`src/hw/rtl/lus_pkg.sv`:
```
// Package with the constants and control types of the longest unique substring block.
`timescale 1ns / 1ps
`default_nettype none

package lus_pkg;

   localparam int unsigned ALPHABET_SIZE = 256;
   localparam int unsigned POSITION_BITS = 16;

   localparam int unsigned CHAR_BITS  = 8;
   localparam int unsigned SYM_BITS   = $clog2(ALPHABET_SIZE);
   localparam int unsigned RING_DEPTH = 256;
   localparam int unsigned RING_BITS  = $clog2(RING_DEPTH);
   localparam int unsigned LEN_BITS   = 9;
   localparam int unsigned START_BITS = 16;

   localparam logic [POSITION_BITS:0] BYTE_POS_LIMIT = {1'b1, {POSITION_BITS{1'b0}}};
   localparam logic [POSITION_BITS-1:0] START_MAX = {POSITION_BITS{1'b1}};

   typedef struct packed {
      logic accept;
      logic push_new;
      logic pop;
      logic clear;
      logic drop;
      logic init_clear;
   } cmd_type;

   typedef struct packed {
      logic seen_hit;
      logic gone_match;
      logic last;
      logic drain_last;
      logic init_last;
   } status_type;

endpackage

`default_nettype wire

```
`src/hw/rtl/lus_if.sv`:
```
// Valid/ready channel interfaces for the string bytes and the results.
`timescale 1ns / 1ps
`default_nettype none

interface lus_req_if;
   logic                          valid;
   logic                          ready;
   logic [lus_pkg::CHAR_BITS-1:0] next_char;
   logic                          final_char;

   modport source (output valid, output next_char, output final_char, input ready);
   modport sink (input valid, input next_char, input final_char, output ready);
endinterface

interface lus_rsp_if;
   logic                           valid;
   logic                           ready;
   logic [lus_pkg::LEN_BITS-1:0]   best_length;
   logic [lus_pkg::START_BITS-1:0] best_start;
   logic                           too_long;

   modport source (output valid, output best_length, output best_start, output too_long,
                   input ready);
   modport sink (input valid, input best_length, input best_start, input too_long,
                 output ready);
endinterface

`default_nettype wire

```
`src/hw/rtl/longest_unique_substring.sv`:
```
// Top level of the longest unique substring block: controller, datapath and checks.
`timescale 1ns / 1ps
`default_nettype none

// The block takes a string one byte per req transfer, with final_char set on the last byte,
// and returns one rsp transfer after that byte: the length and start position of the first
// longest run of distinct bytes, and too_long when the string ran past the position counter.
// After reset the block clears every entry of its seen map before it takes a byte.
// A byte not yet in the window needs only the lookup; for a byte already in the window the
// head walk then drops bytes from the window head up to and including the byte's earlier
// copy, reading the window ring one entry per cycle through its single read port. The result
// waits in the output until taken. After that transfer the block empties the final window
// one byte per cycle to clear the seen map, and takes the next string's first byte once
// that window, at most 256 bytes long, is empty.
module longest_unique_substring (
   input wire logic  clock,
   input wire logic  reset,
   lus_req_if.sink   req,
   lus_rsp_if.source rsp
);
   import lus_pkg::*;

   cmd_type    cmd;
   status_type status;

   lus_ctrl u_ctrl (
      .clock     (clock),
      .reset     (reset),
      .req_valid (req.valid),
      .req_ready (req.ready),
      .rsp_valid (rsp.valid),
      .rsp_ready (rsp.ready),
      .status    (status),
      .cmd       (cmd)
   );

   lus_dp u_dp (
      .clock       (clock),
      .reset       (reset),
      .next_char   (req.next_char),
      .final_char  (req.final_char),
      .cmd         (cmd),
      .status      (status),
      .best_length (rsp.best_length),
      .best_start  (rsp.best_start),
      .too_long    (rsp.too_long)
   );

   // Only one step of the datapath runs in any cycle.
   assert property (@(posedge clock) disable iff (reset)
      $onehot0({cmd.accept, cmd.push_new, cmd.pop, cmd.clear, cmd.drop, cmd.init_clear}))
      else $error("more than one datapath command in one cycle");

   // A result is never offered while a byte can be taken.
   assert property (@(posedge clock) disable iff (reset)
      rsp.valid |-> !req.ready)
      else $error("input ready while a result is pending");

   // Every accepted byte is followed by a lookup cycle.
   assert property (@(posedge clock) disable iff (reset)
      (req.valid && req.ready) |=> (!req.ready && !rsp.valid))
      else $error("no lookup cycle after a byte transfer");

   // A string holds at least one byte, so the reported run is never empty.
   assert property (@(posedge clock) disable iff (reset)
      rsp.valid |-> (rsp.best_length != '0))
      else $error("empty run reported");

endmodule

`default_nettype wire

```
`src/hw/rtl/lus_ram.sv`:
```
// Generic single-write, single-read RAM with a registered read port.
`timescale 1ns / 1ps
`default_nettype none

module lus_ram #(
   parameter int unsigned WIDTH = 8,
   parameter int unsigned DEPTH = 256
) (
   input  wire logic                     clock,
   input  wire logic                     wr_en,
   input  wire logic [$clog2(DEPTH)-1:0] wr_addr,
   input  wire logic [WIDTH-1:0]         wr_data,
   input  wire logic [$clog2(DEPTH)-1:0] rd_addr,
   output logic      [WIDTH-1:0]         rd_data
);

   logic [WIDTH-1:0] mem_ff [DEPTH];

   always_ff @(posedge clock) begin
      if (wr_en) begin
         mem_ff[wr_addr] <= wr_data;
      end
      rd_data <= mem_ff[rd_addr];
   end

endmodule

`default_nettype wire

```
`src/hw/rtl/lus_ctrl.sv`:
```
// Controller state machine that sequences the seen map clear, lookup, head walk, result transfer and window drain.
`timescale 1ns / 1ps
`default_nettype none

module lus_ctrl (
   input  wire logic                clock,
   input  wire logic                reset,
   input  wire logic                req_valid,
   output logic                     req_ready,
   output logic                     rsp_valid,
   input  wire logic                rsp_ready,
   input  wire lus_pkg::status_type status,
   output lus_pkg::cmd_type         cmd
);
   import lus_pkg::*;

   typedef enum logic [2:0] {
      S_INIT,
      S_IDLE,
      S_CHECK,
      S_WALK,
      S_RESP,
      S_DRAIN
   } state_type;

   state_type state_ff;
   logic      req_ready_ff;
   logic      rsp_valid_ff;

   assign req_ready = req_ready_ff;
   assign rsp_valid = rsp_valid_ff;

   always_ff @(posedge clock) begin
      if (reset) begin
         state_ff     <= S_INIT;
         req_ready_ff <= 1'b0;
         rsp_valid_ff <= 1'b0;
      end else begin
         unique case (state_ff)
            S_INIT: begin
               if (status.init_last) begin
                  state_ff     <= S_IDLE;
                  req_ready_ff <= 1'b1;
               end
            end
            S_IDLE: begin
               if (req_valid) begin
                  state_ff     <= S_CHECK;
                  req_ready_ff <= 1'b0;
               end
            end
            S_CHECK: begin
               if (!status.seen_hit) begin
                  if (status.last) begin
                     state_ff     <= S_RESP;
                     rsp_valid_ff <= 1'b1;
                  end else begin
                     state_ff     <= S_IDLE;
                     req_ready_ff <= 1'b1;
                  end
               end else begin
                  state_ff <= S_WALK;
               end
            end
            S_WALK: begin
               if (status.gone_match) begin
                  if (status.last) begin
                     state_ff     <= S_RESP;
                     rsp_valid_ff <= 1'b1;
                  end else begin
                     state_ff     <= S_IDLE;
                     req_ready_ff <= 1'b1;
                  end
               end
            end
            S_RESP: begin
               if (rsp_ready) begin
                  state_ff     <= S_DRAIN;
                  rsp_valid_ff <= 1'b0;
               end
            end
            S_DRAIN: begin
               if (status.drain_last) begin
                  state_ff     <= S_IDLE;
                  req_ready_ff <= 1'b1;
               end
            end
            default: begin
               state_ff     <= S_INIT;
               req_ready_ff <= 1'b0;
               rsp_valid_ff <= 1'b0;
            end
         endcase
      end
   end

   always_comb begin
      cmd.accept     = (state_ff == S_IDLE) && req_valid;
      cmd.push_new   = (state_ff == S_CHECK) && !status.seen_hit;
      cmd.pop        = (state_ff == S_WALK);
      cmd.clear      = (state_ff == S_RESP) && rsp_ready;
      cmd.drop       = (state_ff == S_DRAIN);
      cmd.init_clear = (state_ff == S_INIT);
   end

endmodule

`default_nettype wire

```
`src/hw/rtl/lus_dp.sv`:
```
// Datapath with the seen map, window ring, window pointers and best-run registers.
`timescale 1ns / 1ps
`default_nettype none

module lus_dp (
   input  wire logic                           clock,
   input  wire logic                           reset,
   input  wire logic [lus_pkg::CHAR_BITS-1:0]  next_char,
   input  wire logic                           final_char,
   input  wire lus_pkg::cmd_type               cmd,
   output lus_pkg::status_type                 status,
   output logic      [lus_pkg::LEN_BITS-1:0]   best_length,
   output logic      [lus_pkg::START_BITS-1:0] best_start,
   output logic                                too_long
);
   import lus_pkg::*;

   logic [CHAR_BITS-1:0]     sym_ff, sym_in;
   logic                     last_ff, last_in;
   logic [RING_BITS-1:0]     head_ff, head_in;
   logic [LEN_BITS-1:0]      len_ff, len_in;
   logic [POSITION_BITS:0]   byte_pos_ff, byte_pos_in;
   logic [POSITION_BITS-1:0] start_ff, start_in;
   logic [LEN_BITS-1:0]      best_len_ff, best_len_in;
   logic [POSITION_BITS-1:0] best_start_ff, best_start_in;
   logic [SYM_BITS-1:0]      init_cnt_ff, init_cnt_in;

   logic                 ring_wr_en;
   logic [RING_BITS-1:0] ring_wr_addr;
   logic [CHAR_BITS-1:0] gone;
   logic                 gone_match;
   logic                 seen_wr_en;
   logic [SYM_BITS-1:0]  seen_wr_addr;
   logic                 seen_wr_data;
   logic                 seen_hit;

   // The tail slot sits one window length past the head and wraps around the ring.
   assign ring_wr_addr = head_ff + len_ff[RING_BITS-1:0];
   assign gone_match   = (gone == sym_ff);

   // The ring is read at the next head, so the oldest byte is ready in the cycle after.
   lus_ram #(
      .WIDTH (CHAR_BITS),
      .DEPTH (RING_DEPTH)
   ) u_ring (
      .clock   (clock),
      .wr_en   (ring_wr_en),
      .wr_addr (ring_wr_addr),
      .wr_data (sym_ff),
      .rd_addr (head_in),
      .rd_data (gone)
   );

   // The seen map is read at the incoming byte, so its bit is ready in the lookup cycle.
   lus_ram #(
      .WIDTH (1),
      .DEPTH (ALPHABET_SIZE)
   ) u_seen (
      .clock   (clock),
      .wr_en   (seen_wr_en),
      .wr_addr (seen_wr_addr),
      .wr_data (seen_wr_data),
      .rd_addr (sym_in[SYM_BITS-1:0]),
      .rd_data (seen_hit)
   );

   always_comb begin
      sym_in        = sym_ff;
      last_in       = last_ff;
      head_in       = head_ff;
      len_in        = len_ff;
      byte_pos_in   = byte_pos_ff;
      start_in      = start_ff;
      best_len_in   = best_len_ff;
      best_start_in = best_start_ff;
      init_cnt_in   = init_cnt_ff;
      ring_wr_en    = 1'b0;
      seen_wr_en    = 1'b0;
      seen_wr_addr  = sym_ff[SYM_BITS-1:0];
      seen_wr_data  = 1'b0;

      if (cmd.accept) begin
         sym_in  = CHAR_BITS'(32'(next_char) % ALPHABET_SIZE);
         last_in = final_char;
         if (byte_pos_ff <= BYTE_POS_LIMIT) begin
            byte_pos_in = byte_pos_ff + 1'b1;
         end
      end

      if (cmd.push_new) begin
         seen_wr_en   = 1'b1;
         seen_wr_data = 1'b1;
         ring_wr_en   = 1'b1;
         len_in       = len_ff + 1'b1;
         if (len_in > best_len_ff) begin
            best_len_in   = len_in;
            best_start_in = start_ff;
         end
      end

      if (cmd.pop) begin
         head_in = head_ff + 1'b1;
         if (start_ff != START_MAX) begin
            start_in = start_ff + 1'b1;
         end
         if (gone_match) begin
            // Dropping the earlier copy and appending the new one keeps the length.
            ring_wr_en = 1'b1;
         end else begin
            len_in       = len_ff - 1'b1;
            seen_wr_en   = 1'b1;
            seen_wr_addr = gone[SYM_BITS-1:0];
         end
      end

      // After a result transfer the window is emptied one byte per cycle, which leaves
      // the seen map cleared for the next string.
      if (cmd.drop) begin
         head_in      = head_ff + 1'b1;
         len_in       = len_ff - 1'b1;
         seen_wr_en   = 1'b1;
         seen_wr_addr = gone[SYM_BITS-1:0];
      end

      if (cmd.init_clear) begin
         seen_wr_en   = 1'b1;
         seen_wr_addr = init_cnt_ff;
         init_cnt_in  = init_cnt_ff + 1'b1;
      end

      if (cmd.clear) begin
         byte_pos_in   = '0;
         start_in      = '0;
         best_len_in   = '0;
         best_start_in = '0;
      end
   end

   always_ff @(posedge clock) begin
      if (reset) begin
         head_ff       <= '0;
         len_ff        <= '0;
         byte_pos_ff   <= '0;
         start_ff      <= '0;
         best_len_ff   <= '0;
         best_start_ff <= '0;
         init_cnt_ff   <= '0;
      end else begin
         head_ff       <= head_in;
         len_ff        <= len_in;
         byte_pos_ff   <= byte_pos_in;
         start_ff      <= start_in;
         best_len_ff   <= best_len_in;
         best_start_ff <= best_start_in;
         init_cnt_ff   <= init_cnt_in;
      end
   end

   always_ff @(posedge clock) begin
      sym_ff  <= sym_in;
      last_ff <= last_in;
   end

   always_comb begin
      status.seen_hit   = seen_hit;
      status.gone_match = gone_match;
      status.last       = last_ff;
      status.drain_last = (len_ff == LEN_BITS'(1));
      status.init_last  = (init_cnt_ff == SYM_BITS'(ALPHABET_SIZE - 1));
   end

   assign best_length = best_len_ff;
   assign best_start  = START_BITS'(best_start_ff);
   assign too_long    = (byte_pos_ff > BYTE_POS_LIMIT);

endmodule

`default_nettype wire

```
`src/flat_wrapper.sv`:
```
// flat-port wrapper written by rule: the top's interface ports become plain ports
module longest_unique_substring_flat import lus_pkg::*;
  (clock, reset, req_valid, req_next_char, req_final_char, req_ready, rsp_valid, rsp_best_length, rsp_best_start, rsp_too_long, rsp_ready);
  lus_req_if req_i ();
  lus_rsp_if rsp_i ();
  input wire logic clock;
  input wire logic reset;
  input wire logic [$bits(req_i.valid)-1:0] req_valid;
  input wire logic [$bits(req_i.next_char)-1:0] req_next_char;
  input wire logic [$bits(req_i.final_char)-1:0] req_final_char;
  output wire logic [$bits(req_i.ready)-1:0] req_ready;
  output wire logic [$bits(rsp_i.valid)-1:0] rsp_valid;
  output wire logic [$bits(rsp_i.best_length)-1:0] rsp_best_length;
  output wire logic [$bits(rsp_i.best_start)-1:0] rsp_best_start;
  output wire logic [$bits(rsp_i.too_long)-1:0] rsp_too_long;
  input wire logic [$bits(rsp_i.ready)-1:0] rsp_ready;
  assign req_i.valid = req_valid;
  assign req_i.next_char = req_next_char;
  assign req_i.final_char = req_final_char;
  assign req_ready = req_i.ready;
  assign rsp_valid = rsp_i.valid;
  assign rsp_best_length = rsp_i.best_length;
  assign rsp_best_start = rsp_i.best_start;
  assign rsp_too_long = rsp_i.too_long;
  assign rsp_i.ready = rsp_ready;
  longest_unique_substring u_core (.clock(clock), .reset(reset), .req(req_i), .rsp(rsp_i));
endmodule
```
`config.mk`:
```
export PLATFORM = sky130hd
export DESIGN_NAME = longest_unique_substring_flat
export DESIGN_NICKNAME = d
export VERILOG_FILES = /design/src/hw/rtl/lus_pkg.sv /design/src/hw/rtl/lus_if.sv /design/src/hw/rtl/longest_unique_substring.sv /design/src/hw/rtl/lus_ram.sv /design/src/hw/rtl/lus_ctrl.sv /design/src/hw/rtl/lus_dp.sv /design/src/flat_wrapper.sv
export SDC_FILE = /design/constraint.sdc
export NUM_CORES = 2
export LEC_CHECK = 0
export ABC_AREA = 1
export BUFFER_PORTS_ARGS = -buffer_cell sky130_fd_sc_hd__buf_2
export CORE_ASPECT_RATIO = 0.6
export CORE_MARGIN = 5
export CORE_UTILIZATION = 30
export CTS_BUF_LIST = sky130_fd_sc_hd__clkbuf_4 sky130_fd_sc_hd__clkbuf_8
export CTS_CLUSTER_SIZE = 40
export DETAILED_ROUTE_END_ITERATION = 7
export PLACE_DENSITY_LB_ADDON = 0.05
export SLEW_MARGIN = 20
export SYNTH_ARGS = -nofsm -noshare
export SYNTH_HDL_FRONTEND = slang
export SYNTH_SLANG_ARGS = --single-unit
```
`constraint.sdc`:
```
create_clock -name clock -period 10.5 [get_ports clock]
set_clock_uncertainty 0.15 [all_clocks]
set_input_delay 3.15 -clock clock [delete_from_list [all_inputs] [get_ports clock]]
set_output_delay 3.15 -clock clock [all_outputs]
set_load 0.005 [all_outputs]
```
* Word-level counts from Yosys, hierarchy flattened *
Memories as Yosys holds them, arrays and structs flattened. A register that Yosys moved wholly into a read port is not among the register bits.
Index checks and enable logic that the tools add are counted.
Widths: inputs -> output; s select.

storage, ports and cells
  logic and storage cells = 96
  output and inout bits = 28
  input port bits = 13
  memory bits (writable) = 2304
  memories = 2
  flip-flop bits (word level) = 97

memories
  name                       depth  bits a word  rd ports  clocked after Yosys merged registers in  write ports  RTL line       source
  u_core.u_dp.u_ring.mem_ff  256    8            1         1                                        1            lus_ram.sv:17  logic [WIDTH-1:0] mem_ff [DEPTH];
  u_core.u_dp.u_seen.mem_ff  256    1            1         1                                        1            lus_ram.sv:17

operators by class
  add/subtract/negate cells = 7
  bitwise gates (word level) = 2
  magnitude comparators = 3
  reductions and logical operators = 13
  equal/unequal tests = 15
  muxes and demuxes = 42

operator list
  cell                   count
  $mux 8                 7
  $mux 9                 4
  $mux 1                 21
  $mux 3                 7
  $pmux 3 s6             1
  $add 17x1->17 const B  1
  $gt 17x17->1 const B   1
  $le 17x17->1 const B   1
  $add 16x1->16 const B  1
  $add 8x1->8 const B    2
  $ne 16x16->1 const B   1
  $ne 2x2->1 const B     6
  $add 9x1->9 const B    1
  $eq 9x1->1 const B     1
  $gt 9x9->1             1
  $sub 9x1->9 const B    1
  $add 8x8->8            1
  $eq 8x8->1             1
  $eq 8x8->1 const B     1
  $eq 3x2->1 const B     2
  $eq 3x3->1 const B     2
  $pmux 1 s6             1
  $reduce_and 2->1       3
  $reduce_and 6->1       1
  10 further kinds       13

* Longest topological paths before layout *
  depth in word-level cells = 9
  depth in mapped cells = 18

* By module *
Synthesis repeated with hierarchy kept, for this count alone.

second synthesis, totals
  cells, all modules = 9143
  area total of the unflattened synthesis = 101398.5 µm²

modules (own cells, without submodules)
  module                         instances  cells each  sequential area each (µm²)  area an instance (µm²)
  lus_ram at u_core.u_dp.u_ring  1          7003        61659.1                     83396.2
  lus_ram at u_core.u_dp.u_seen  1          1184        7707.4                      11717.5
  lus_dp                         1          875         1851.8                      5770.5
  lus_ctrl                       1          81          100.1                       514.2

* Worst setup path before layout *
OpenSTA, ideal clock, no wires.

  kind = flip-flop to flip-flop
  start = reg u_core.u_ctrl.state_ff[1]
  end = mem u_core.u_dp.u_ring.mem_ff[102][0] (enable)
  arrival time = 6.171 ns
  data required time = 9.980 ns
  path slack = 3.808 ns
  path buffers = 1
  clock period less this slack = 6.692 ns
  stages on the path, launching flop included = 12
  path through = dfxtp_1 > inv_2 > nor3_1 > inv_1 > nor2_2 > inv_2 > nand2_1 > nand2_1 > nor3_1 > nand2_1 > clkbuf_1 > nor2_1

between the ends
  word-level cells in the longest chain between the ends = 7
  elaborated cells between the ends (all ways) = 8
  those cells by class = eq/ne: 2; mux: 5; reduce/logical: 1

ends and longest elaborated chain
  item                                RTL line        source
  start, declared                     lus_ctrl.sv:26  state_type state_ff;
  start signal, assigned              lus_ctrl.sv:35  state_ff <= S_INIT;
  start signal, assigned              lus_ctrl.sv:42  state_ff <= S_IDLE;
  start signal, assigned              lus_ctrl.sv:48  state_ff <= S_CHECK;
  $eq 3x2->1 *                        lus_ctrl.sv:99  cmd.push_new = (state_ff == S_CHECK) && !status.seen_hit;
  $logic_and 1x1->1 *                 lus_ctrl.sv:99
  $mux 1 *                            n/a
  named net u_core.u_dp.seen_wr_data  lus_dp.sv:34    logic seen_wr_data;
  $mux 1                              lus_dp.sv:106   if (gone_match) begin
  $mux 1 *                            lus_dp.sv:101   if (cmd.pop) begin
  $mux 1 *                            lus_ram.sv:20   if (wr_en) begin
  $mux 1 (implied by the code) *      lus_ram.sv:21   mem_ff[wr_addr] <= wr_data;
  end, declared                       lus_ram.sv:17

The timed path passes the listed nets; every way through them passes the cells marked *.

* Final worst setup path *
  start = reg u_core.u_dp.sym_ff[3]
  end = mem u_core.u_dp.u_seen.mem_ff[119] (enable)

between the ends
  word-level cells in the longest chain between the ends = 7
  elaborated cells between the ends (all ways) = 11
  those cells by class = eq/ne: 1; mux: 10

ends and longest elaborated chain
  item                          RTL line       source
  start, declared               lus_dp.sv:18   logic [CHAR_BITS-1:0] sym_ff, sym_in;
  start signal, assigned        lus_dp.sv:160  sym_ff <= sym_in;
  $eq 8x8->1                    lus_dp.sv:39   assign gone_match = (gone == sym_ff);
  $mux 1                        lus_dp.sv:106
  $mux 1                        lus_dp.sv:101
  $mux 1                        lus_dp.sv:118  if (cmd.drop) begin
  $mux 1                        lus_dp.sv:125  if (cmd.init_clear) begin
  $mux 1                        lus_ram.sv:20
  $mux 1 (implied by the code)  lus_ram.sv:21
  end, declared                 lus_ram.sv:17

Several ways; a longest one is shown, not always the timed one.

==> flow_summary.ini <==
[status]
status = finished clean

[layout]
final_cells = 15304
area.sequential_mm2 = 0.0713
mostFrequentLayoutCell = nand2_1
multi_input_area_mm2 = 0.0262
layout.nets = 10356
final_cell_mix = 2,932 x nand2_1, 2,305 x edfxtp_1, 1,826 x nand3_1
synthToLayoutAreaGrowth_pct = 11.8
final.fill_count = 35562
drive_gt1_frac = 0.0822

[worst_hold_path]
hp-start = u_core.u_dp.byte_pos_ff[16]
worst_hold_path_type = flop to flop

[synth]
ys_ff_latch = 2410
yosysSeqAreaShare = 0.677
syn_inst = 10325
synth.net_count = 10363
syn-cell-area_mm2 = 0.105
avgSynthCellArea_um2 = 10.2
synth_cell_types = 49
synth_enable_flop_cells = 2305
ys.flop_type = edfxtp_1
yosysWarnings = 0
async_reset_ff_frac = 0

[timing]
fin_tns_setup_ps = 0
worst_pin_slew_ps = 1150
whs_ps = 301
hold_viol = 0
fmax_mhz = 169
max_slew_margin = 0.233
fin_crit_ps = 5900
final_max_slew_viol_count = 0
period_share = 0.562
setup_viol = 0
rsz0062_at_grt = false

[floorplanning]
die_area_mm2 = 0.364
die_y_um = 469
io_pins = 41
core_area_mm2 = 0.350
rows = 168
die_w_um = 775
start_util = 0.302

[clocking]
cts_resized = 0
hold_buffers = 0
post_cts_buffers = 0
htree_levels = 5
clk_latency_ps = 1080
path_clk_slew_ps = 70
cts-root-buf = clkbuf_8
cts_buffers = 395
clkSinkCount = 2410
clock_path_buffers = 4
cts_tree = built

[route]
avgRoutedWirePerCell_um = 24.2
drtPass1Iterations = 5
drc = 0
via_count = 73355
routed_wl_mm = 370
drt_iter0_markers = 7291
met1_length_mm = 189
top_layer = met5
ant_nets = 0
vias_per_cell = 4.79
met3_length_mm = 29.1
dr_wl_met2_mm = 144

[grt]
grt_max_degree = 157
grt_pass1_vias = 69913
grt_pass1_wl_mm = 526
globalRouteOverflowTotal = 0
grt_usage = 0.198
antenna_found_initial = 27

[flow_run]
cap_violations = 0

[setup_path]
start_kind = flop
crit_path_end = u_core.u_dp.u_seen.mem_ff[119]
r2r_cells = 15
required_ps = 11070
timing.rr.start = u_core.u_dp.sym_ff[3]
rrSetupSlack_ps = 4600
crit_path_max_fanout = 62
cp-startpoint = u_core.u_dp.sym_ff[3]
path_class = flop to flop
r2r-end = u_core.u_dp.u_seen.mem_ff[119]
cp-end-kind = flop
worstPathArrival_ps = 6470

[place]
gp_congestion = 0.858
dp_cells = 14596
port_buffers = 40
hpwl_mm = 216

[power]
ir_drop_uv = 184
leakage_uw = 0.0457
power_density_mw_per_mm2 = 222
==> worst min-delay path by stage <==
| stage | endpoint | slack (ps) | cells after the start |
|---|---|---|---|
| 6_report | u_core.u_dp.byte_pos_ff[16] | 300 | 2 |
| 3_5_place_dp | u_core.u_dp.byte_pos_ff[16] | 300 | 2 |
| 2_1_floorplan | u_core.u_dp.byte_pos_ff[16] | 280 | 2 |
| 5_1_grt | u_core.u_dp.byte_pos_ff[16] | 330 | 2 |
| 4_1_cts | u_core.u_dp.byte_pos_ff[16] | 310 | 2 |
| 3_3_place_gp | u_core.u_dp.byte_pos_ff[16] | 290 | 2 |
==> sequential cells by signal (all words and copies together) (netlist names), 3 cells and up <==
name and cells:
u_core.u_dp.best_start 16, u_core.u_dp.len_ff 9, u_core.u_dp.head_ff 8, u_core.u_dp.u_ring.rd_data 8
u_core.u_dp.best_length 9, u_core.u_dp.start_ff 16, u_core.u_dp.byte_pos_ff 17, u_core.u_dp.u_ring.mem_ff 2048
u_core.u_ctrl.state_ff 3, u_core.u_dp.sym_ff 8, u_core.u_dp.u_seen.mem_ff 256, u_core.u_dp.init_cnt_ff 8
==> through the flow <==
stage                     total power (µW)  cell area, µm²  utilization  setup slack (ps)
after global placement               18200          110000        0.316              4160
final                                26200          118000        0.337              4600
after global routing                 27400          118000        0.337              4110
after floorplan                      15600          105000            -              3810
after CTS                            26500          118000        0.337              4560
after detailed placement             18100          110000        0.316              4160
==> area by class of cell <==
cell class | count | share of cell area
tap | 4675 | 0.0496
inverter | 1457 | 0.0465
clock buffer | 555 | 0.0570
timing repair buffer | 170 | 0.0125
clock inverter | 149 | 0.00650
multi-input combinational | 5884 | 0.222
sequential | 2410 | 0.605
antenna | 4 | 0.0000849
==> cells by family after synthesis <==
logic type,count (synthesis),share of synthesized area
xor gates and xnor gates,26,0.00216
DFF,2410,0.677
and+or+nand+nor,5477,0.219
adders and majority gates,25,0.00304
AOI/OAI and AO/OA,356,0.0224
buffers and inverters,2031,0.0766
==> layer usage <==
metal	vias to the layer above	global-route usage
met5	-	0.00592
met4	6	0.0444
met3	488	0.0461
met1	36319	0.315
li1	34185	-
met2	2357	0.267
==> Yosys cell counts, drive strengths merged (2+ instances only) <==
cell type,instances,share of area
nand2,2960,0.11
edfxtp,2305,0.66
nand3,1831,0.087
inv,1456,0.052
nor2,613,0.022
buf,360,0.017
clkbuf,214,0.0076
o211ai,185,0.013
dfxtp,105,0.020
a21oi,74,0.0036
o21ai,73,0.0037
ha,24,0.0028
nor3,22,0.0011
xor2,20,0.0017
nand3b,15,0.0011
nand4,15,0.00095
or2,11,0.00065
nor4,6,0.00042
xnor2,6,0.00050
a221oi,5,0.00042
o21a,5,0.00036
a31oi,3,0.00018
nor3b,3,0.00021
o21bai,3,0.00021
o221ai,3,0.00025
a311oi,2,0.00017
==> worst max-delay path, cell delays in order, from the launching register on <==
cell and delay, ps:
dfxtp_4 900, inv_1 370, or2_1 300, nand4_1 70, nor2_1 40, nand2_1 210, nand2_1 160, nand2_1 640
inv_1 390, nor2_1 190, a21oi_1 70, nand2_1 150, nand2_1 140, a21oi_2 440, nand3_1 840, nor2_1 460
==> report_power, final <==
group	internal (µW)	switching, µW
clock network	4200	4070
registers	11800	289
logic	1070	4700
(Power assumes the default switching activity.)
